<file path="src/rtl/mdu_pkg.sv">
`timescale 1ns / 1ps
`default_nettype none
// ----------------------------------------------------------------------------
// Multiply/divide unit package
// Shared widths, register offsets, controller states and the command and
// status bundles that join the controller to the datapath.
// ----------------------------------------------------------------------------
package mdu_pkg;

    localparam int OFFSET_W   = 4;
    localparam int BYTE_W     = 8;
    localparam int DIVIDEND_W = 32;
    localparam int HALF_W     = 16;
    localparam int DIV_STEPS  = DIVIDEND_W;
    localparam int COUNT_W    = $clog2(DIV_STEPS);

    // bus access kind
    localparam logic CMD_READ  = 1'b0;
    localparam logic CMD_WRITE = 1'b1;

    // register byte offsets
    localparam logic [OFFSET_W-1:0] OFF_DIVIDEND_B0 = 4'd0;
    localparam logic [OFFSET_W-1:0] OFF_DIVIDEND_B1 = 4'd1;
    localparam logic [OFFSET_W-1:0] OFF_DIVIDEND_B2 = 4'd2;
    localparam logic [OFFSET_W-1:0] OFF_DIVIDEND_B3 = 4'd3;
    localparam logic [OFFSET_W-1:0] OFF_MULT_LO     = 4'd4;
    localparam logic [OFFSET_W-1:0] OFF_MULT_HI     = 4'd5;
    localparam logic [OFFSET_W-1:0] OFF_DIVISOR_LO  = 4'd6;
    localparam logic [OFFSET_W-1:0] OFF_DIVISOR_HI  = 4'd7;
    localparam logic [OFFSET_W-1:0] OFF_RESULT_B0   = 4'd8;
    localparam logic [OFFSET_W-1:0] OFF_RESULT_B1   = 4'd9;
    localparam logic [OFFSET_W-1:0] OFF_RESULT_B2   = 4'd10;
    localparam logic [OFFSET_W-1:0] OFF_RESULT_B3   = 4'd11;
    localparam logic [OFFSET_W-1:0] OFF_REMAIN_LO   = 4'd12;
    localparam logic [OFFSET_W-1:0] OFF_REMAIN_HI   = 4'd13;
    localparam logic [OFFSET_W-1:0] OFF_SIGN_MODE   = 4'd14;
    localparam logic [OFFSET_W-1:0] OFF_STATUS      = 4'd15;

    typedef enum logic [2:0] {
        ST_IDLE,
        ST_MUL,
        ST_DIV_INIT,
        ST_DIV_STEP,
        ST_DIV_FIX,
        ST_RESP
    } mdu_state_t;

    typedef struct packed {
        logic access;    // perform the register access of the incoming item
        logic mul_exec;  // write the product into the result
        logic div_init;  // load magnitudes, or finish a divide by zero
        logic div_step;  // one restoring divide step
        logic div_fix;   // apply signs and write quotient and remainder
    } mdu_cmd_t;

    typedef struct packed {
        logic mul_go;    // incoming item writes the multiplier high byte
        logic div_go;    // incoming item writes the divisor high byte
        logic div_zero;  // divisor is zero
        logic div_last;  // final divide step this cycle
    } mdu_status_t;

endpackage
`default_nettype wire

</file>
<file path="src/rtl/mdu_ctrl.sv">
`timescale 1ns / 1ps
`default_nettype none
// ----------------------------------------------------------------------------
// Multiply/divide unit controller
// Sequences one item at a time: access, optional multiply or divide, reply.
// ----------------------------------------------------------------------------
module mdu_ctrl
    import mdu_pkg::*;
(
    input  wire logic        clk,
    input  wire logic        rst_n,
    input  wire logic        in_valid,
    output logic             in_ready,
    output logic             out_valid,
    input  wire logic        out_ready,
    input  wire mdu_status_t status,
    output mdu_cmd_t         ctrl
);

    mdu_state_t state_reg;
    mdu_state_t state_next;

    always_ff @(posedge clk or negedge rst_n)
    begin
        if (!rst_n)
        begin
            state_reg <= ST_IDLE;
        end
        else
        begin
            state_reg <= state_next;
        end
    end

    always_comb
    begin
        state_next    = state_reg;
        ctrl          = '0;
        in_ready      = 1'b0;
        out_valid     = 1'b0;
        unique case (state_reg)
            ST_IDLE:
            begin
                in_ready    = 1'b1;
                ctrl.access = in_valid;
                if (in_valid)
                begin
                    priority if (status.mul_go)
                        state_next = ST_MUL;
                    else if (status.div_go)
                        state_next = ST_DIV_INIT;
                    else
                        state_next = ST_RESP;
                end
            end
            ST_MUL:
            begin
                ctrl.mul_exec = 1'b1;
                state_next    = ST_RESP;
            end
            ST_DIV_INIT:
            begin
                ctrl.div_init = 1'b1;
                state_next    = status.div_zero ? ST_RESP : ST_DIV_STEP;
            end
            ST_DIV_STEP:
            begin
                ctrl.div_step = 1'b1;
                if (status.div_last)
                    state_next = ST_DIV_FIX;
            end
            ST_DIV_FIX:
            begin
                ctrl.div_fix = 1'b1;
                state_next   = ST_RESP;
            end
            ST_RESP:
            begin
                out_valid = 1'b1;
                if (out_ready)
                    state_next = ST_IDLE;
            end
            default:
            begin
                state_next = ST_IDLE;
            end
        endcase
    end

endmodule
`default_nettype wire

</file>
<file path="src/rtl/mdu_datapath.sv">
`timescale 1ns / 1ps
`default_nettype none
// ----------------------------------------------------------------------------
// Multiply/divide unit datapath
// Register file, 17x17 signed multiplier and a one-bit-per-cycle restoring
// divider working on magnitudes.
// ----------------------------------------------------------------------------
module mdu_datapath
    import mdu_pkg::*;
(
    input  wire logic                clk,
    input  wire logic                rst_n,
    input  wire mdu_cmd_t            ctrl,
    input  wire logic                in_cmd,
    input  wire logic [OFFSET_W-1:0] in_offset,
    input  wire logic [BYTE_W-1:0]   in_wdata,
    output mdu_status_t              status,
    output logic [BYTE_W-1:0]        read_data
);

    // architectural registers
    logic [DIVIDEND_W-1:0] dividend_reg,   dividend_next;
    logic [HALF_W-1:0]     multiplier_reg, multiplier_next;
    logic [HALF_W-1:0]     divisor_reg,    divisor_next;
    logic [DIVIDEND_W-1:0] result_reg,     result_next;
    logic [HALF_W-1:0]     remainder_reg,  remainder_next;
    logic                  sign_mode_reg,  sign_mode_next;
    logic                  mult_done_reg,  mult_done_next;
    logic [BYTE_W-1:0]     rdata_reg,      rdata_next;

    // divider working registers
    logic [DIVIDEND_W-1:0] quo_reg,   quo_next;
    logic [HALF_W:0]       part_reg,  part_next;
    logic [HALF_W-1:0]     mag_b_reg, mag_b_next;
    logic                  neg_q_reg, neg_q_next;
    logic                  neg_r_reg, neg_r_next;
    logic [COUNT_W-1:0]    count_reg, count_next;

    logic signed [HALF_W:0]     op_a;
    logic signed [HALF_W:0]     op_b;
    logic signed [2*HALF_W+1:0] product;
    logic                       neg_a;
    logic                       neg_b;
    logic [HALF_W:0]            part_shift;
    logic [HALF_W+1:0]          diff;
    logic [BYTE_W-1:0]          read_mux;

    // multiply: the low half of the dividend by the multiplier
    assign op_a    = {sign_mode_reg & dividend_reg[HALF_W-1], dividend_reg[HALF_W-1:0]};
    assign op_b    = {sign_mode_reg & multiplier_reg[HALF_W-1], multiplier_reg};
    assign product = op_a * op_b;

    assign neg_a = sign_mode_reg & dividend_reg[DIVIDEND_W-1];
    assign neg_b = sign_mode_reg & divisor_reg[HALF_W-1];

    assign part_shift = {part_reg[HALF_W-1:0], quo_reg[DIVIDEND_W-1]};
    assign diff       = {1'b0, part_shift} - {2'b00, mag_b_reg};

    assign status.mul_go   = (in_cmd == CMD_WRITE) && (in_offset == OFF_MULT_HI);
    assign status.div_go   = (in_cmd == CMD_WRITE) && (in_offset == OFF_DIVISOR_HI);
    assign status.div_zero = (divisor_reg == '0);
    assign status.div_last = (count_reg == COUNT_W'(DIV_STEPS - 1));

    assign read_data = rdata_reg;

    always_comb
    begin
        unique case (in_offset)
            OFF_DIVIDEND_B0: read_mux = dividend_reg[7:0];
            OFF_DIVIDEND_B1: read_mux = dividend_reg[15:8];
            OFF_DIVIDEND_B2: read_mux = dividend_reg[23:16];
            OFF_DIVIDEND_B3: read_mux = dividend_reg[31:24];
            OFF_MULT_LO:     read_mux = multiplier_reg[7:0];
            OFF_MULT_HI:     read_mux = multiplier_reg[15:8];
            OFF_DIVISOR_LO:  read_mux = divisor_reg[7:0];
            OFF_DIVISOR_HI:  read_mux = divisor_reg[15:8];
            OFF_RESULT_B0:   read_mux = result_reg[7:0];
            OFF_RESULT_B1:   read_mux = result_reg[15:8];
            OFF_RESULT_B2:   read_mux = result_reg[23:16];
            OFF_RESULT_B3:   read_mux = result_reg[31:24];
            OFF_REMAIN_LO:   read_mux = remainder_reg[7:0];
            OFF_REMAIN_HI:   read_mux = remainder_reg[15:8];
            OFF_SIGN_MODE:   read_mux = {{(BYTE_W-1){1'b0}}, sign_mode_reg};
            OFF_STATUS:      read_mux = {{(BYTE_W-1){1'b0}}, mult_done_reg};
            default:         read_mux = '0;
        endcase
    end

    always_comb
    begin
        dividend_next   = dividend_reg;
        multiplier_next = multiplier_reg;
        divisor_next    = divisor_reg;
        result_next     = result_reg;
        remainder_next  = remainder_reg;
        sign_mode_next  = sign_mode_reg;
        mult_done_next  = mult_done_reg;
        rdata_next      = rdata_reg;
        quo_next        = quo_reg;
        part_next       = part_reg;
        mag_b_next      = mag_b_reg;
        neg_q_next      = neg_q_reg;
        neg_r_next      = neg_r_reg;
        count_next      = count_reg;

        if (ctrl.access)
        begin
            rdata_next = (in_cmd == CMD_WRITE) ? '0 : read_mux;
            if (in_cmd == CMD_WRITE)
            begin
                unique case (in_offset)
                    OFF_DIVIDEND_B0: dividend_next[7:0]    = in_wdata;
                    OFF_DIVIDEND_B1: dividend_next[15:8]   = in_wdata;
                    OFF_DIVIDEND_B2: dividend_next[23:16]  = in_wdata;
                    OFF_DIVIDEND_B3: dividend_next[31:24]  = in_wdata;
                    OFF_MULT_LO:     multiplier_next[7:0]  = in_wdata;
                    OFF_MULT_HI:     multiplier_next[15:8] = in_wdata;
                    OFF_DIVISOR_LO:  divisor_next[7:0]     = in_wdata;
                    OFF_DIVISOR_HI:  divisor_next[15:8]    = in_wdata;
                    OFF_SIGN_MODE:   sign_mode_next        = in_wdata[0];
                    default:         ;   // read-only registers ignore writes
                endcase
            end
        end

        if (ctrl.mul_exec)
        begin
            result_next    = product[DIVIDEND_W-1:0];
            mult_done_next = 1'b1;
        end

        if (ctrl.div_init)
        begin
            if (status.div_zero)
            begin
                result_next    = '0;
                remainder_next = dividend_reg[HALF_W-1:0];
            end
            else
            begin
                quo_next   = neg_a ? (DIVIDEND_W'(0) - dividend_reg) : dividend_reg;
                mag_b_next = neg_b ? (HALF_W'(0) - divisor_reg) : divisor_reg;
                part_next  = '0;
                count_next = '0;
                neg_q_next = neg_a ^ neg_b;
                neg_r_next = neg_a;
            end
        end

        if (ctrl.div_step)
        begin
            // shift in the next dividend bit, subtract if it fits
            if (!diff[HALF_W+1])
                part_next = diff[HALF_W:0];
            else
                part_next = part_shift;
            quo_next   = {quo_reg[DIVIDEND_W-2:0], ~diff[HALF_W+1]};
            count_next = count_reg + COUNT_W'(1);
        end

        if (ctrl.div_fix)
        begin
            result_next    = neg_q_reg ? (DIVIDEND_W'(0) - quo_reg) : quo_reg;
            remainder_next = neg_r_reg ? (HALF_W'(0) - part_reg[HALF_W-1:0])
                                       : part_reg[HALF_W-1:0];
        end
    end

    always_ff @(posedge clk or negedge rst_n)
    begin
        if (!rst_n)
        begin
            dividend_reg   <= '0;
            multiplier_reg <= '0;
            divisor_reg    <= '0;
            result_reg     <= '0;
            remainder_reg  <= '0;
            sign_mode_reg  <= 1'b0;
            mult_done_reg  <= 1'b0;
            count_reg      <= '0;
        end
        else
        begin
            dividend_reg   <= dividend_next;
            multiplier_reg <= multiplier_next;
            divisor_reg    <= divisor_next;
            result_reg     <= result_next;
            remainder_reg  <= remainder_next;
            sign_mode_reg  <= sign_mode_next;
            mult_done_reg  <= mult_done_next;
            count_reg      <= count_next;
        end
    end

    always_ff @(posedge clk)
    begin
        rdata_reg <= rdata_next;
        quo_reg   <= quo_next;
        part_reg  <= part_next;
        mag_b_reg <= mag_b_next;
        neg_q_reg <= neg_q_next;
        neg_r_reg <= neg_r_next;
    end

endmodule
`default_nettype wire

</file>
<file path="src/rtl/register_mapped_mul_div_unit_core.sv">
`timescale 1ns / 1ps
`default_nettype none
// ----------------------------------------------------------------------------
// Register-mapped multiply/divide unit
// Sixteen byte registers on a streaming access port with a 16x16 multiplier
// and a 32/16 divider, signed or unsigned.
// ----------------------------------------------------------------------------
// Each input item is one bus access (read or write of one register byte) and
// yields exactly one output item: the byte read, or zero for a write. The unit
// works on one item at a time. A read or plain write accepted at one edge has
// its reply on the output in the next cycle. Writing the multiplier high byte
// adds a multiply state that registers the 17x17 product. Writing the divisor
// high byte runs the divider: a setup state, then 32 steps of the restoring
// divider (one quotient bit per cycle) and a sign-correction state; a divide
// by zero finishes in the setup state. The next item is taken once the reply
// has been accepted downstream.
// ----------------------------------------------------------------------------
module register_mapped_mul_div_unit_core
    import mdu_pkg::*;
(
    input  wire logic        clk,
    input  wire logic        rst_n,
    // access items in
    input  wire logic        s_axis_tvalid,
    output logic             s_axis_tready,
    input  wire logic [15:0] s_axis_tdata,   // [3:0] reg_offset, [11:4] write_data, rest 0
    input  wire logic        s_axis_tuser,   // [0] cmd: 0 read, 1 write
    // reply items out
    output logic             m_axis_tvalid,
    input  wire logic        m_axis_tready,
    output logic [7:0]       m_axis_tdata    // [7:0] read_data
);

    mdu_cmd_t    ctrl;
    mdu_status_t status;

    // sequence access, multiply or divide, then hold the reply until taken
    mdu_ctrl u_ctrl (
        .clk       (clk),
        .rst_n     (rst_n),
        .in_valid  (s_axis_tvalid),
        .in_ready  (s_axis_tready),
        .out_valid (m_axis_tvalid),
        .out_ready (m_axis_tready),
        .status    (status),
        .ctrl      (ctrl)
    );

    // register file and arithmetic; the reply byte is registered inside
    mdu_datapath u_datapath (
        .clk       (clk),
        .rst_n     (rst_n),
        .ctrl      (ctrl),
        .in_cmd    (s_axis_tuser),
        .in_offset (s_axis_tdata[3:0]),
        .in_wdata  (s_axis_tdata[11:4]),
        .status    (status),
        .read_data (m_axis_tdata)
    );

endmodule
`default_nettype wire
</file>
<file path="config.mk">
export PLATFORM = sky130hd
export DESIGN_NAME = register_mapped_mul_div_unit_core
export DESIGN_NICKNAME = d
export VERILOG_FILES = /design/src/rtl/mdu_pkg.sv /design/src/rtl/mdu_ctrl.sv /design/src/rtl/mdu_datapath.sv /design/src/rtl/register_mapped_mul_div_unit_core.sv
export SDC_FILE = /design/constraint.sdc
export NUM_CORES = 1
export LEC_CHECK = 0
export BUFFER_PORTS_ARGS = -buffer_cell sky130_fd_sc_hd__clkbuf_2
export CAP_MARGIN = 5
export CORE_MARGIN = 2
export CORE_UTILIZATION = 60
export DETAILED_ROUTE_END_ITERATION = 10
export PLACE_DENSITY_LB_ADDON = 0.12
export SYNTH_ARGS = -nofsm -noshare
export SYNTH_HDL_FRONTEND = slang
export SYNTH_SLANG_ARGS = --single-unit
</file>
<file path="constraint.sdc">
create_clock -name clk -period 6.6 [get_ports clk]
set_input_delay 0.66 -clock clk [delete_from_list [all_inputs] [get_ports clk]]
set_output_delay 0.66 -clock clk [all_outputs]
set_load 0.01 [all_outputs]
</file>
# After elaboration in Yosys (flattened, before gate mapping)
# Cells that the tools add are included.
dict set report word_totals {
  reg_bits 196
  latchBits 0
  ramBits 0
  rom_bits 0
  out_inout_bits 10
  word_cells 117
  n_memories 0
}
dict set report classes {
  addsub 6
  n_mul 1
  div 0
  order_cmp 0
  n_eq_ne 25
  n_shift 0
  muxes 36
  bitwise_logic 7
  n_reduce_logical 22
}
# operator count
set ops {}
lappend ops {{2-to-1 mux 32 bit} 9}
lappend ops {{2-to-1 mux 16 bit} 9}
lappend ops {{one-hot mux 8 bit (16 select lines)} 1}
lappend ops {{subtractor 1 x 32 -> 32 bit, first input constant} 2}
lappend ops {{== test 4 bit, second input constant} 8}
lappend ops {{multiplier 17 x 17 -> 32 bit} 1}
lappend ops {{subtractor 1 x 16 -> 16 bit, first input constant} 2}
lappend ops {{AND reduction 3 bit} 10}
lappend ops {{2-to-1 mux 3 bit} 6}
lappend ops {{subtractor 17 x 16 -> 18 bit} 1}
lappend ops {{== test 4 x 3 -> 1 bit, second input constant} 4}
lappend ops {{zero test 16 bit} 1}
lappend ops {{2-to-1 mux 5 bit} 3}
lappend ops {{one-hot mux 3 bit (5 select lines)} 1}
lappend ops {{== test 4 x 2 -> 1 bit, second input constant} 2}
lappend ops {{inequality test 2 bit, second input constant} 4}
lappend ops {{2-to-1 mux 1 bit} 7}
lappend ops {{== test 3 x 2 -> 1 bit, second input constant} 2}
lappend ops {{== test 3 bit, second input constant} 2}
lappend ops {{AND reduction 2 bit} 3}
lappend ops {{nonzero test 2 bit} 3}
lappend ops {{adder 5 x 1 -> 5 bit, second input constant} 1}
lappend ops {{== test 5 bit, second input constant} 1}
lappend ops {{AND 1 bit} 4}
lappend ops {{other kinds (8)} 10}

# Logic depth before layout (Yosys ltp)
# Gate-level depths: netlist of run 1.
dict set report depth {
  depth_word 6
  ltp_mapped 26
  mapped_depth_nobuf 24
}

# Cells and area by module
# From an unflattened synthesis of run 1, not the netlist that was laid out.
dict set report unflattened {
  cells_unflattened 2371
  hier_area_um2 22389.0
}
# module instances cells_per_inst area_per_inst_um2
set by_module_without_submodules {}
lappend by_module_without_submodules {mdu_datapath 1 2339 22083.7}
lappend by_module_without_submodules {mdu_ctrl 1 32 305.3}

# Worst setup path after synthesis of run 1
# Ideal clock, no wire load.
dict set report synth_path {
  path_type {reg-to-reg}
  from {reg u_datapath.dividend_reg[10]}
  to {reg u_datapath.result_reg[30]}
  setup_ns 0.126
  arrival_time_ns 6.336
  path_slack_ns 0.138
  stages_incl_launch_ff 25
  n_path_buf 3
  path_cell_list {dfrtp_1 clkbuf_1 clkbuf_1 clkbuf_1 nand2_1 fa_1 inv_1 fa_1 inv_1 fa_1 inv_1 fa_1 fa_1 inv_1 fa_1 inv_1 ha_1 a21o_1 a21o_1 a221oi_1 a21boi_0 a21oi_1 o21ai_0 xor2_1 a221o_1}
}
dict set report synth_between {
  elab_chain_cells 5
}
# element line_no
set synth_lines {}
lappend synth_lines {{from (decl)} mdu_datapath.sv:22} ;# logic [DIVIDEND_W-1:0] dividend_reg, dividend_next;
lappend synth_lines {{from (signal assigned)} mdu_datapath.sv:184} ;# dividend_reg <= dividend_next;
lappend synth_lines {{multiplier 17 x 17 -> 32 bit *} mdu_datapath.sv:51} ;# assign product = op_a * op_b;
lappend synth_lines {{2-to-1 mux 32 bit *} mdu_datapath.sv:126} ;# if (ctrl.mul_exec)
lappend synth_lines {{2-to-1 mux 32 bit} mdu_datapath.sv:134} ;# if (status.div_zero)
lappend synth_lines {{2-to-1 mux 32 bit *} mdu_datapath.sv:132} ;# if (ctrl.div_init)
lappend synth_lines {{2-to-1 mux 32 bit *} mdu_datapath.sv:161} ;# if (ctrl.div_fix)
lappend synth_lines {{named net u_datapath.result_next[30]} mdu_datapath.sv:25} ;# logic [DIVIDEND_W-1:0] result_reg, result_next;
lappend synth_lines {{to (signal assigned)} mdu_datapath.sv:187} ;# result_reg <= result_next;
lappend synth_lines {{to (decl)} mdu_datapath.sv:25}
# Mark *: on every way through the listed nets, which the timed path passes. The rest lies on a longest branch.
# A chain may end at the register's enable or synchronous reset.

# Worst setup path in the final report of run 1
dict set report layout_path {
  from {reg u_datapath.multiplier_reg[5]}
  to {reg u_datapath.result_reg[30]}
}
dict set report layout_between {
  elab_chain_cells 5
}
# element line_no
set layout_lines {}
lappend layout_lines {{from (decl)} mdu_datapath.sv:23} ;# logic [HALF_W-1:0] multiplier_reg, multiplier_next;
lappend layout_lines {{from (signal assigned)} mdu_datapath.sv:185} ;# multiplier_reg <= multiplier_next;
lappend layout_lines {{multiplier 17 x 17 -> 32 bit *} mdu_datapath.sv:51}
lappend layout_lines {{2-to-1 mux 32 bit *} mdu_datapath.sv:126}
lappend layout_lines {{2-to-1 mux 32 bit} mdu_datapath.sv:134}
lappend layout_lines {{2-to-1 mux 32 bit *} mdu_datapath.sv:132}
lappend layout_lines {{2-to-1 mux 32 bit *} mdu_datapath.sv:161}
lappend layout_lines {{named net u_datapath.result_next[30]} mdu_datapath.sv:25}
# Marked as above.

==> results of run 1 <==
==> final timing paths <==
path,from,to,slack (ns)
min reg2reg,u_datapath.mult_done_reg,u_datapath.mult_done_reg,0.48
max,u_datapath.multiplier_reg[5],u_datapath.result_reg[30],0.21
max in group asynchronous,rst_n,u_datapath.multiplier_reg[6],4.86
max reg2reg,u_datapath.multiplier_reg[5],u_datapath.result_reg[30],0.21
min,rst_n,u_datapath.result_reg[3],0.29
min in group clk,m_axis_tready,u_ctrl.state_reg[2],0.43
==> worst max-delay path, stage by stage (launching register included) <==
cell and delay [ns]:
dfrtp_2 0.52, buf_4 0.21, nand2_1 0.09, fa_1 0.55, inv_1 0.05, fa_1 0.48
inv_1 0.05, fa_1 0.49, inv_1 0.06, fa_1 0.49, fa_1 0.49, inv_1 0.05
fa_1 0.48, inv_1 0.05, ha_1 0.33, and4_1 0.28, and3_1 0.18, nand3_1 0.21
a21boi_2 0.26, a21oi_1 0.13, buf_4 0.16, o21ai_0 0.19, xor2_1 0.12, a221o_1 0.36
==> cell usage in the layout, fill, tap and decap left out, drive strengths merged, types with 10 or more instances in the layout <==
master and n:
edfxtp 74, a21o 16, nand2b 10, o21ai 107
buf 91, a221oi 11, fa 283, and3 17
mux2 78, nand3 30, a22oi 11, a31oi 14
nor3 32, a21oi 85, mux2i 34, dfrtp 122
and2 128, or3 13, inv 361, a32oi 12
a221o 11, or4 11, nor2 122, xor2 56
o22ai 21, nor2b 13, ha 104, xnor2 72
o31ai 20, clkbuf 44, a211oi 14, nand2 264
nor4 15
==> what timing repair did <==
item	in CTS	in global routing
gates resized for setup	0	22
buffers inserted	0	1
endpoints found under the setup margin	0	9
==> metrics by stage <==
| step | setup TNS (ns) | instances |
|---|---|---|
| 6_report | 0 | 2860 |
| 3_3_place_gp | 0 | 2826 |
| 2_1_floorplan | 0 | 2380 |
| 4_1_cts | 0 | 2858 |
| 5_1_grt | -0.0223 | 2859 |
| 3_5_place_dp | 0 | 2826 |
==> cell families (layout without fill, tap and decap cells) <==
family / Yosys count / after routing / synth area share
other: 0 / 1 / 0
AO/OA/AOI/OAI: 377 / 377 / 0.110
XOR/XNOR: 128 / 128 / 0.0505
adder cells (fa/ha/maj): 387 / 387 / 0.314
multiplexers: 112 / 112 / 0.0549
AND/OR/NAND/NOR: 687 / 687 / 0.150
buffers and inverters: 493 / 504 / 0.0837
flip-flops: 196 / 196 / 0.238
==> power by group <==
| group | leakage, nW | internal [mW] | switching, mW |
|---|---|---|---|
| Sequential | 2.29 | 1.48 | 0.300 |
| Clock | 0.295 | 0.586 | 0.526 |
| Combinational | 8.65 | 0.581 | 1.02 |
==> layer usage <==
| metal | wire, um | track usage | part of all wire |
|---|---|---|---|
| met1 | 25600 | 0.448 | 0.40 |
| met2 | 30300 | 0.568 | 0.48 |
| met3 | 4750 | 0.0650 | 0.075 |
| met4 | 2720 | 0.143 | 0.043 |
| met5 | 0 | 0 | 0 |
==> area by class of cell <==
| type | instances | area [sq um] | area share |
|---|---|---|---|
| antenna | 1 | 2.50 | 0.000105 |
| clock buffer | 19 | 443 | 0.0186 |
| clock inverter | 13 | 168 | 0.00705 |
| inverter | 356 | 1340 | 0.0562 |
| multi-input combinational | 1691 | 15100 | 0.635 |
| sequential | 196 | 5290 | 0.222 |
| tap | 468 | 586 | 0.0246 |
| timing repair buffer | 116 | 845 | 0.0355 |
==> key figures, run 1 <==
Clock tree
  • Clock Latency Late Sink: 0.45 ns
  • Clock Tree Buf Depth: 2
  • TritonCTS clock tree: built
  • CTS buffer count: 17
  • H-tree level count: 4
  • Sink Count: between 150 and 200
  • CTS Root Buffer Type: clkbuf_16
  • Reg clk slew, reported paths: ~0.08 ns
  • Number of buffers inserted by hold repair at cts: 0

Timing
  • Period utilisation layout: 0.967
  • Least-Margin Pin Slew: between 1 and 1.5 ns
  • Max Fclk: 157 MHz
  • Final hold vios: 0
  • Max-slew violations: 0
  • WHS: 0.290 ns
  • Final min period: approximately 6.4 ns
  • Final Setup Violations: 0
  • Worst Skew: 0.0127 ns
  • Final setup margin: 0.215 ns
  • Slew Limit Headroom: 0.155

Yosys
  • Synth area leader: fa_1
  • Synth top area cells: fa_1 26%, dfrtp_1 14%, edfxtp_1 10%, inv_1 6.0%, ha_1 5.9%
  • EDFF count, synth: 74
  • Synthesized area: ~22,000 sq um
  • Async SR Flop Fraction: 0.622
  • Syn. warnings: 0
  • Yosys top cell area share: 0.255
  • Post-synth net total: 2,788
  • Cells after Synth: 2,380
  • Most frequent cell after synthesis: inv_1
  • Syn avg cell area: 9.32 sq um
  • Most used DFF post-synth: dfrtp_1
  • #FFs+latches synth: 196
  • Sequential share of the synthesized area: 0.238
  • Netlist cell types: 72
  • Commonest cells post-synth: 355 x inv_1, 283 x fa_1, 264 x nand2_1

Die
  • Starting Density: 0.608
  • Die W: about 200 um
  • Die Span Y: 196 um
  • CORE AREA: approximately 37,000 sq um
  • Die area: 38,500 sq um
  • Rows: 70
  • Io pins: 31

Pwr
  • Pwr/cell area: ~190 nW/um^2
  • Lkg Pwr: around 11 nW
  • Max VDD drop: 0.189 mV
  • Total power draw: 4.49 mW

Finish
  • Layout fillers: 2,986
  • Post-Layout Inst Area: between 20,000 and 25,000 sq um
  • Fin util: 0.651
  • Ratio of cells with drive above 1 in the final layout: 0.111
  • Final nets: between 2k and 3k
  • P&R area growth vs syn: 7.13%

Drt
  • Drt wl/cell: 22.2 um
  • Vias per inst: 6.09
  • DRT antenna net count: 0
  • DRT Wirelength: ~63,000 um
  • First-pass DRT Iterations: 6
  • DRT iter0 DRCs: 1,570
  • DRC Markers: 0
  • Vias: 17.4k

Worst setup path
  • Worst EP arrival: about 6.7 ns
  • Crit end category: register
  • R2R depth: 23
  • CP required: 6.93 ns
  • Crit-path max FO: 7
  • Crit Path Class: register to register
  • Worst setup SP type: register

Placed design
  • Routability-driven placement congestion ratio: about 0.98
  • Placed cell area: 23,100 sq um
  • DP Worst Slack: roughly 0.035 ns
  • Buffers added on ports: 26
  • DP HPWL: 48,800 um

Job
  • Maxcap violations: 0

GRT
  • Tot GR Track Use: 0.344
  • Largest net degree at the start of global routing: between 60 and 70
  • First-pass GRT wire length: 101,000 um
  • Grt total ovfl: 0
  • Number of global-route vias before repair: 18.4k
  • Initial antenna violation count: 1

Outcome
  • Status: completed

Worst hold path
  • Worst Hold Class: primary input to async pin
No activity file was read; power rests on OpenSTA's default activity.
==> inputs of run 2 (changes only) <==
Settings changed: SYNTH_HIERARCHICAL set to 1.
==> run 2 against run 1 <==
Effect of this change: via count rose by 0.77%; clock skew rose by 0.0090 ns; clock-buffer cell count did not move; register-to-register slack got worse by 0.09 ns; core utilization rose by 1.0 points; combinational power fell by 12%; sequential share of layout area fell by 0.40 points; routed wire length rose by 3.5%; global-route usage rose by 0.95 points; first-iteration DRC count fell by 2.6%; fmax fell by 1.5%; total power fell by 5.6%.
==> key figures, run 2 <==
Outcome
  • Status: completed

Timing
  • TNS Setup: 0 ns (unchanged)
  • Least-Margin Pin Slew: 1.22 ns (-0.0462 ns)
  • Worst Skew: 0.0217 ns (+0.00898 ns)
  • Max Fclk: 154 MHz (-1.5%)
  • Period utilisation layout: 0.982 (+0.0143)
  • RSZ-0062 raised after global routing: yes
  • Final min period: 6.48 ns (+0.0941 ns)
  • Slew Limit Headroom: 0.179 (+0.0245)
  • Final hold vios: 0 (unchanged)
  • Max-slew violations: 0 (unchanged)
  • Final Setup Violations: 0 (unchanged)

Finish
  • Final non-filler cell total: 2,883 (+0.80%)
  • Ratio of cells with drive above 1 in the final layout: 0.132 (+0.0208)
  • Sequential cell area: 5300 sq um (+0.21%)
  • Post-Layout Inst Area: 24,300 sq um (+2.1%)
  • Commonest non-fill, non-tap cell in the layout: inv_1
  • Area of the multi-input gates: 15,300 sq um (+1.6%)
  • Most frequent cells in the layout: 353 x inv_1, 292 x nand2_1, 282 x fa_1
  • P&R area growth vs syn: 8.38%
  • Ant. Diodes: 0 (-1)
  • Final nets: 2,810 (+0.86%)
  • Layout fillers: 2,999 (+0.44%)

Clock tree
  • H-tree level count: 4 (unchanged)
  • Clock Latency Late Sink: 0.47 ns (+0.02 ns)
  • Clock Tree Buf Depth: 2 (unchanged)
  • TritonCTS clock tree: built
  • Sink Count: 196 (unchanged)
  • Reg clk slew, reported paths: 0.09 ns (about the same)
  • CTS buffer count: 17 (unchanged)
  • CTS Root Buffer Type: clkbuf_16
  • Number of buffers inserted by hold repair at cts: 0 (unchanged)

Worst setup path
  • Worst setup SP type: register
  • CP required: 7.01 ns (+0.08 ns)
  • Crit-path cells: buf_8, and3_4, fa_1, inv_2, fa_1, inv_1, fa_1, fa_1, fa_1, inv_1, fa_1, inv_2, ha_4, and3_4, a221oi_4, a21boi_1, or4_4, o31a_1, o41ai_2, mux2_2, nand2_1
  • Slowest stage delay, CP: 0.59 ns (+0.04 ns)
  • Crit-path max FO: 5 (-2)
  • Worst EP arrival: 6.89 ns (+0.17 ns)
  • Crit-path most repeated cell: fa_1
  • Critical path's slowest cell: fa_1
  • Buffers & Inverters on Critical Path: 5 (-2)
  • Crit end category: register
  • Crit Path Class: register to register
  • Worst path top cell family by delay: adder cells

Yosys
  • Yosys top cell area share: 0.253 (-0.00225)
  • Syn avg cell area: 9.44 sq um (+1.3%)
  • Synthesized area: 22,400 sq um (+0.89%)
  • Sequential share of the synthesized area: 0.236 (-0.00210)
  • #FFs+latches synth: 196 (unchanged)
  • Syn. warnings: 6 (+6)
  • Synth area leader: fa_1
  • EDFF count, synth: 74 (unchanged)
  • Async SR Flop Fraction: 0.622 (unchanged)
  • Cells after Synth: 2,371 (-0.38%)
  • Most used DFF post-synth: dfrtp_1
  • Most frequent cell after synthesis: inv_1
  • Commonest cells post-synth: 356 x inv_1, 296 x nand2_1, 283 x fa_1
  • Post-synth net total: 2,779 (-0.32%)
  • Netlist cell types: 89 (+24%)
  • Synth top area cells: fa_1 25%, dfrtp_1 14%, edfxtp_1 9.9%, inv_1 6.0%, ha_1 5.8%

Pwr
  • Pwr/cell area: 175 nW/um^2 (-7.5%)
  • Max VDD drop: 0.177 mV (-6.2%)
  • Lkg Pwr: 11.3 nW (+0.82%)

Drt
  • DRT iter0 DRCs: 1,529 (-2.6%)
  • DRT Wirelength: 65,600 um (+3.5%)
  • Drt wl/cell: 22.8 um (+2.7%)
  • DRT antenna net count: 0 (unchanged)
  • Vias per inst: 6.09 (about the same)
  • Vias: 17.6k (+0.77%)
  • First-pass DRT Iterations: 5 (-1)
  • DRC Markers: 0 (unchanged)

Placed design
  • DP HPWL: 50,100 um (+2.5%)
  • Buffers added on ports: 26 (unchanged)
  • Routability-driven placement congestion ratio: 0.967 (-1.0%)
  • Placed cell area: 23,400 sq um (+1.3%)
  • # placed instances: 2,835 (+0.32%)

GRT
  • Largest net degree at the start of global routing: 91 (+38%)
  • Grt total ovfl: 0 (unchanged)
  • Initial antenna violation count: 1 (unchanged)
  • Tot GR Track Use: 0.353 (+0.00951)
  • First-pass GRT wire length: 103,000 um (+2.1%)
  • Number of global-route vias before repair: 18.0k (-2.1%)

Die
  • CORE AREA: 36,700 sq um (+0.48%)
  • Die area: 38,900 sq um (+0.87%)
  • Io pins: 31 (unchanged)
  • Starting Density: 0.610 (+0.00249)
  • Die Span Y: 197 um (+0.44%)
  • Rows: 70 (unchanged)
  • Die W: 197 um (+0.44%)

Worst hold path
  • Worst Hold Class: primary input to async pin

Job
  • Maxcap violations: 0 (unchanged)
run 2: changes by cell type after synthesis, sizes merged, moves of 14 or more:
cell    previous run  this run
nand2            264       296
clkbuf           128       111
a21oi             85        58
mux2i             34        60
nor2             122        81
o21ai            107       121
run 2: worst register-to-register path, delay by kind of cell (launching register included):
| family | cells | cell delay (ns) |
|---|---|---|
| AOI/OAI and AO/OA | 4 | 1.02 |
| adders and majority gates | 7 | 3.37 |
| buffers and inverters | 5 | 0.41 |
| DFF | 1 | 0.42 |
| muxes | 1 | 0.39 |
| and+or+nand+nor | 4 | 0.82 |
run 2: repair_timing:
item                                    CTS  global route
endpoints found under the setup margin    1            12
resized for setup                         2            43
pin swaps                                 0            20
cloned                                    0             1
buffers inserted                          0            15
run 2: cell type report:
| cell class | count | area share |
|---|---|---|
| inverter | 356 | 0.0551 |
| multi-input combinational | 1688 | 0.632 |
| sequential | 196 | 0.218 |
| timing repair buffer | 143 | 0.0463 |
| clock buffer | 19 | 0.0187 |
| clock inverter | 13 | 0.00490 |
| tap | 468 | 0.0241 |
run 2: where the power goes:
group / total (mW) / switching (mW) / internal [mW] / leakage, nW
Sequential: 1.76 / 0.288 / 1.48 / 2.20
Clock: 1.06 / 0.514 / 0.549 / 0.288
Combinational: 1.41 / 0.836 / 0.576 / 8.83
run 2: worst paths after layout:
check / start / to / slack [ns] / depth (start not counted)
min in group clk: u_datapath/mult_done_reg / u_datapath/mult_done_reg / 0.46 / 1
setup / recovery: u_datapath/sign_mode_reg / u_datapath/result_reg[31] / 0.12 / 21
hold reg to reg: u_datapath/mult_done_reg / u_datapath/mult_done_reg / 0.46 / 1
setup reg to reg: u_datapath/sign_mode_reg / u_datapath/result_reg[31] / 0.12 / 21
hold / removal: rst_n / u_datapath/multiplier_reg[2] / 0.18 / 1
max in group asynchronous: rst_n / u_datapath/result_reg[19] / 4.76 / 3
run 2: kinds of logic (layout without fill, tap and decap cells):
| group | after synthesis | count (layout) | synth area share |
|---|---|---|---|
| AND/OR/NAND/NOR | 685 | 685 | 0.152 |
| buffers and inverters | 487 | 531 | 0.0842 |
| XOR/XNOR | 137 | 137 | 0.0536 |
| AO/OA/AOI/OAI | 347 | 347 | 0.0999 |
| flip-flops | 196 | 196 | 0.236 |
| adder cells (fa/ha/maj) | 387 | 387 | 0.311 |
| multiplexers | 132 | 132 | 0.0640 |
run 2: stage by stage:
step	total power, mW	util	setup WS [ns]	hold slack, ns
floorplan	2.58	-	0.0460	0.364
global placement	3.08	0.638	0.0657	0.448
detailed placement	3.12	0.638	-0.0268	0.446
CTS	4.18	0.653	0.0342	0.174
global route	4.44	0.661	-0.0678	0.188
finish	4.24	0.661	0.121	0.178
run 2: metal layers:
layer / wire length, um / global-route usage / vias to the layer above
li1: - / - / 7782
met1: 26900 / 0.475 / 8872
met2: 31400 / 0.580 / 761
met3: 4690 / 0.0521 / 147
met4: 2680 / 0.145 / 0
met5: 0 / 0 / -
==> inputs of run 3 (changes only) <==
Settings changed: CORE_MARGIN 2 to not set, CORE_UTILIZATION 60 to 45.
==> run 3 against run 2 <==
Effect of this change: sequential share of layout area is 0.43 points lower; critical path depth shrank 2; worst setup slack got worse by 0.057 ns; global-route usage decreased by 8.2 points; fmax down 0.87%; non-clock buffer count rose by 17; highest routed layer unchanged; final area grew 2.0%; hold slack better by 0.14 ns; clock skew down 0.0045 ns; largest power group unchanged; final cell count rose by 7.4%; combinational power is 4% higher; first-iteration DRC count fell by 21%.
==> key figures, run 3 (synthesis results as in run 2) <==
Outcome
  • Status: completed

Drt
  • DRT Wirelength: 65,900 um (+0.39%)
  • Top Layer Used: met4
  • DRC Markers: 0 (unchanged)
  • WL met1: 30,100 um (+12%)
  • DRT antenna net count: 0 (unchanged)
  • WL met2: 31,500 um (+0.35%)
  • Vias: 17.2k (-2.3%)
  • DRT iter0 DRCs: 1,201 (-21%)
  • Drt wl/cell: 21.3 um (-6.5%)
  • Vias per inst: 5.54 (-9.0%)
  • Routed length on met3: 2980 um (-37%)
  • First-pass DRT Iterations: 5 (unchanged)

Timing
  • Max Fclk: 153 MHz (-0.87%)
  • WHS: 0.321 ns (+0.143 ns)
  • Final Setup Violations: 0 (unchanged)
  • Period utilisation layout: 0.990 (+0.00864)
  • Final min period: 6.54 ns (+0.0570 ns)
  • Slew Limit Headroom: 0.178 (-0.00130)
  • Final hold vios: 0 (unchanged)
  • Worst Skew: 0.0172 ns (-0.00449 ns)
  • Final setup margin: 0.0638 ns (-0.0570 ns)
  • Max-slew violations: 0 (unchanged)
  • RSZ-0062 raised after global routing: yes
  • Least-Margin Pin Slew: 1.22 ns (+0.0000823 ns)

Die
  • Rows: 81 (+16%)
  • CORE AREA: 49,100 sq um (+34%)
  • Die area: 50,600 sq um (+30%)
  • Io pins: 31 (unchanged)
  • Die Span Y: 225 um (+14%)
  • Die W: 225 um (+14%)
  • Starting Density: 0.456 (-0.154)

Clock tree
  • CTS buffer count: 17 (unchanged)
  • TritonCTS clock tree: built
  • H-tree level count: 4 (unchanged)
  • Clock Latency Late Sink: 0.45 ns (-0.02 ns)
  • Reg clk slew, reported paths: 0.08 ns (about the same)
  • Clock Tree Buf Depth: 2 (unchanged)
  • CTS Root Buffer Type: clkbuf_16
  • Sink Count: 196 (unchanged)

GRT
  • Grt total ovfl: 0 (unchanged)
  • Tot GR Track Use: 0.271 (-0.0818)
  • First-pass GRT wire length: 104,000 um (+1.1%)
  • Number of global-route vias before repair: 17.8k (-0.88%)
  • Initial antenna violation count: 0 (-1)
  • Largest net degree at the start of global routing: 91 (unchanged)

Worst setup path
  • Capture point of the worst reg-to-reg path: u_datapath/result_reg[31]
  • R2R depth: 19 (-9.5%)
  • Worst setup SP type: register
  • CP required: 6.98 ns (-0.03 ns)
  • Worst EP arrival: 6.92 ns (+0.03 ns)
  • Crit end category: register
  • Crit-path max FO: 13 (+8)
  • Internal reg-to-reg setup slack: 0.06 ns (-0.06 ns)
  • Reg2Reg Launch Point: u_datapath/multiplier_reg[4]
  • Crit Path Class: register to register

Pwr
  • Total power draw: 4.32 mW (+1.9%)
  • Max VDD drop: 0.209 mV (+18%)
  • Pwr/cell area: 174 nW/um^2 (-0.13%)
  • Lkg Pwr: 11.4 nW (+0.94%)

Finish
  • P&R area growth vs syn: 10.5%
  • Commonest non-fill, non-tap cell in the layout: inv_1
  • Layout fillers: 4,680 (+56%)
  • Most frequent cells in the layout: 346 x inv_1, 289 x nand2_1, 276 x fa_1
  • Ant. Diodes: 0 (unchanged)
  • Ratio of cells with drive above 1 in the final layout: 0.144 (+0.0118)
  • Final nets: 2,827 (+0.60%)

Worst hold path
  • Worst Hold Class: primary input to async pin

Placed design
  • DP Worst Slack: -0.400 ns (-0.374 ns)
  • Routability-driven placement congestion ratio: 0.934 (-3.5%)
  • Buffers added on ports: 26 (unchanged)
  • DP HPWL: 51,100 um (+2.1%)

Job
  • Maxcap violations: 0 (unchanged)
[run 3: changes by cell type in the layout (fill, tap and decap cells not counted), sizes merged]
| cell | delta |
|---|---|
| inv | +1 |
| buf | +16 |
| clkinvlp | +1 |
| bufinv | +1 |
| clkinv | -2 |
[run 3: how the worst max path moves through the flow]
stage                           endpoint  slack, ns                    startpoint
5_1_grt        u_datapath/result_reg[31]      -0.11   u_datapath/dividend_reg[15]
4_1_cts        u_datapath/result_reg[31]       0.02   u_datapath/dividend_reg[12]
6_report       u_datapath/result_reg[31]       0.06  u_datapath/multiplier_reg[4]
3_5_place_dp   u_datapath/result_reg[31]      -0.40   u_datapath/dividend_reg[10]
2_1_floorplan  u_datapath/result_reg[31]       0.05   u_datapath/dividend_reg[15]
3_3_place_gp   u_datapath/result_reg[31]      -0.41   u_datapath/dividend_reg[10]
[run 3: per-stage QoR]
step | setup TNS [ns] | area (sq um) | instances | utilization
after floorplan | 0 | 22400 | 2371 | -
after detailed placement | -1.22 | 23800 | 3051 | 0.486
final | 0 | 24700 | 3096 | 0.505
after global routing | -0.138 | 24700 | 3096 | 0.505
after CTS | 0 | 24500 | 3083 | 0.499
after global placement | -1.29 | 23800 | 3051 | 0.486
[run 3: repair_timing]
item                                    4_1_cts  5_1_grt
endpoints found under the setup margin        8        7
setup buffers                                 0       12
gates resized for setup                      10       60
pin swaps                                     0       39
hold buffers                                  0        0
[run 3: layout make-up]
type / count / area (sq um) / share of cell area
multi-input cells: 1688 / 15400 / 0.622
repair buffers: 160 / 1280 / 0.0518
flip-flops and latches: 196 / 5300 / 0.214
inverters: 356 / 1340 / 0.0541
well taps: 664 / 831 / 0.0336
clock buffers: 18 / 429 / 0.0173
clock inverters: 14 / 164 / 0.00662
[run 3: power breakdown]
part | internal, mW | leakage (nW) | switching, mW
Clock | 0.572 | 0.288 | 0.525
Sequential | 1.47 | 2.21 | 0.275
Combinational | 0.591 | 8.93 | 0.878
Total | 2.64 | 11.4 | 1.68
[run 3: metal layers]
layer  global-route usage  vias up
li1                     -     7815
met1                0.382     8832
met5                    0        -
met2                0.449      442
met4               0.0623        0
met3               0.0301       66
[run 3: critical path, cell delays in order (launching register included)]
cell,delay (ns)
dfrtp_2,0.55
and3_1,0.26
fa_2,0.60
inv_4,0.07
buf_6,0.12
fa_2,0.57
buf_6,0.12
fa_2,0.46
fa_1,0.51
inv_2,0.04
fa_1,0.56
fa_1,0.42
ha_1,0.33
and3_4,0.16
a21boi_1,0.12
or4_4,0.49
o31a_1,0.34
o41ai_2,0.31
mux2_2,0.37
nand2_1,0.05
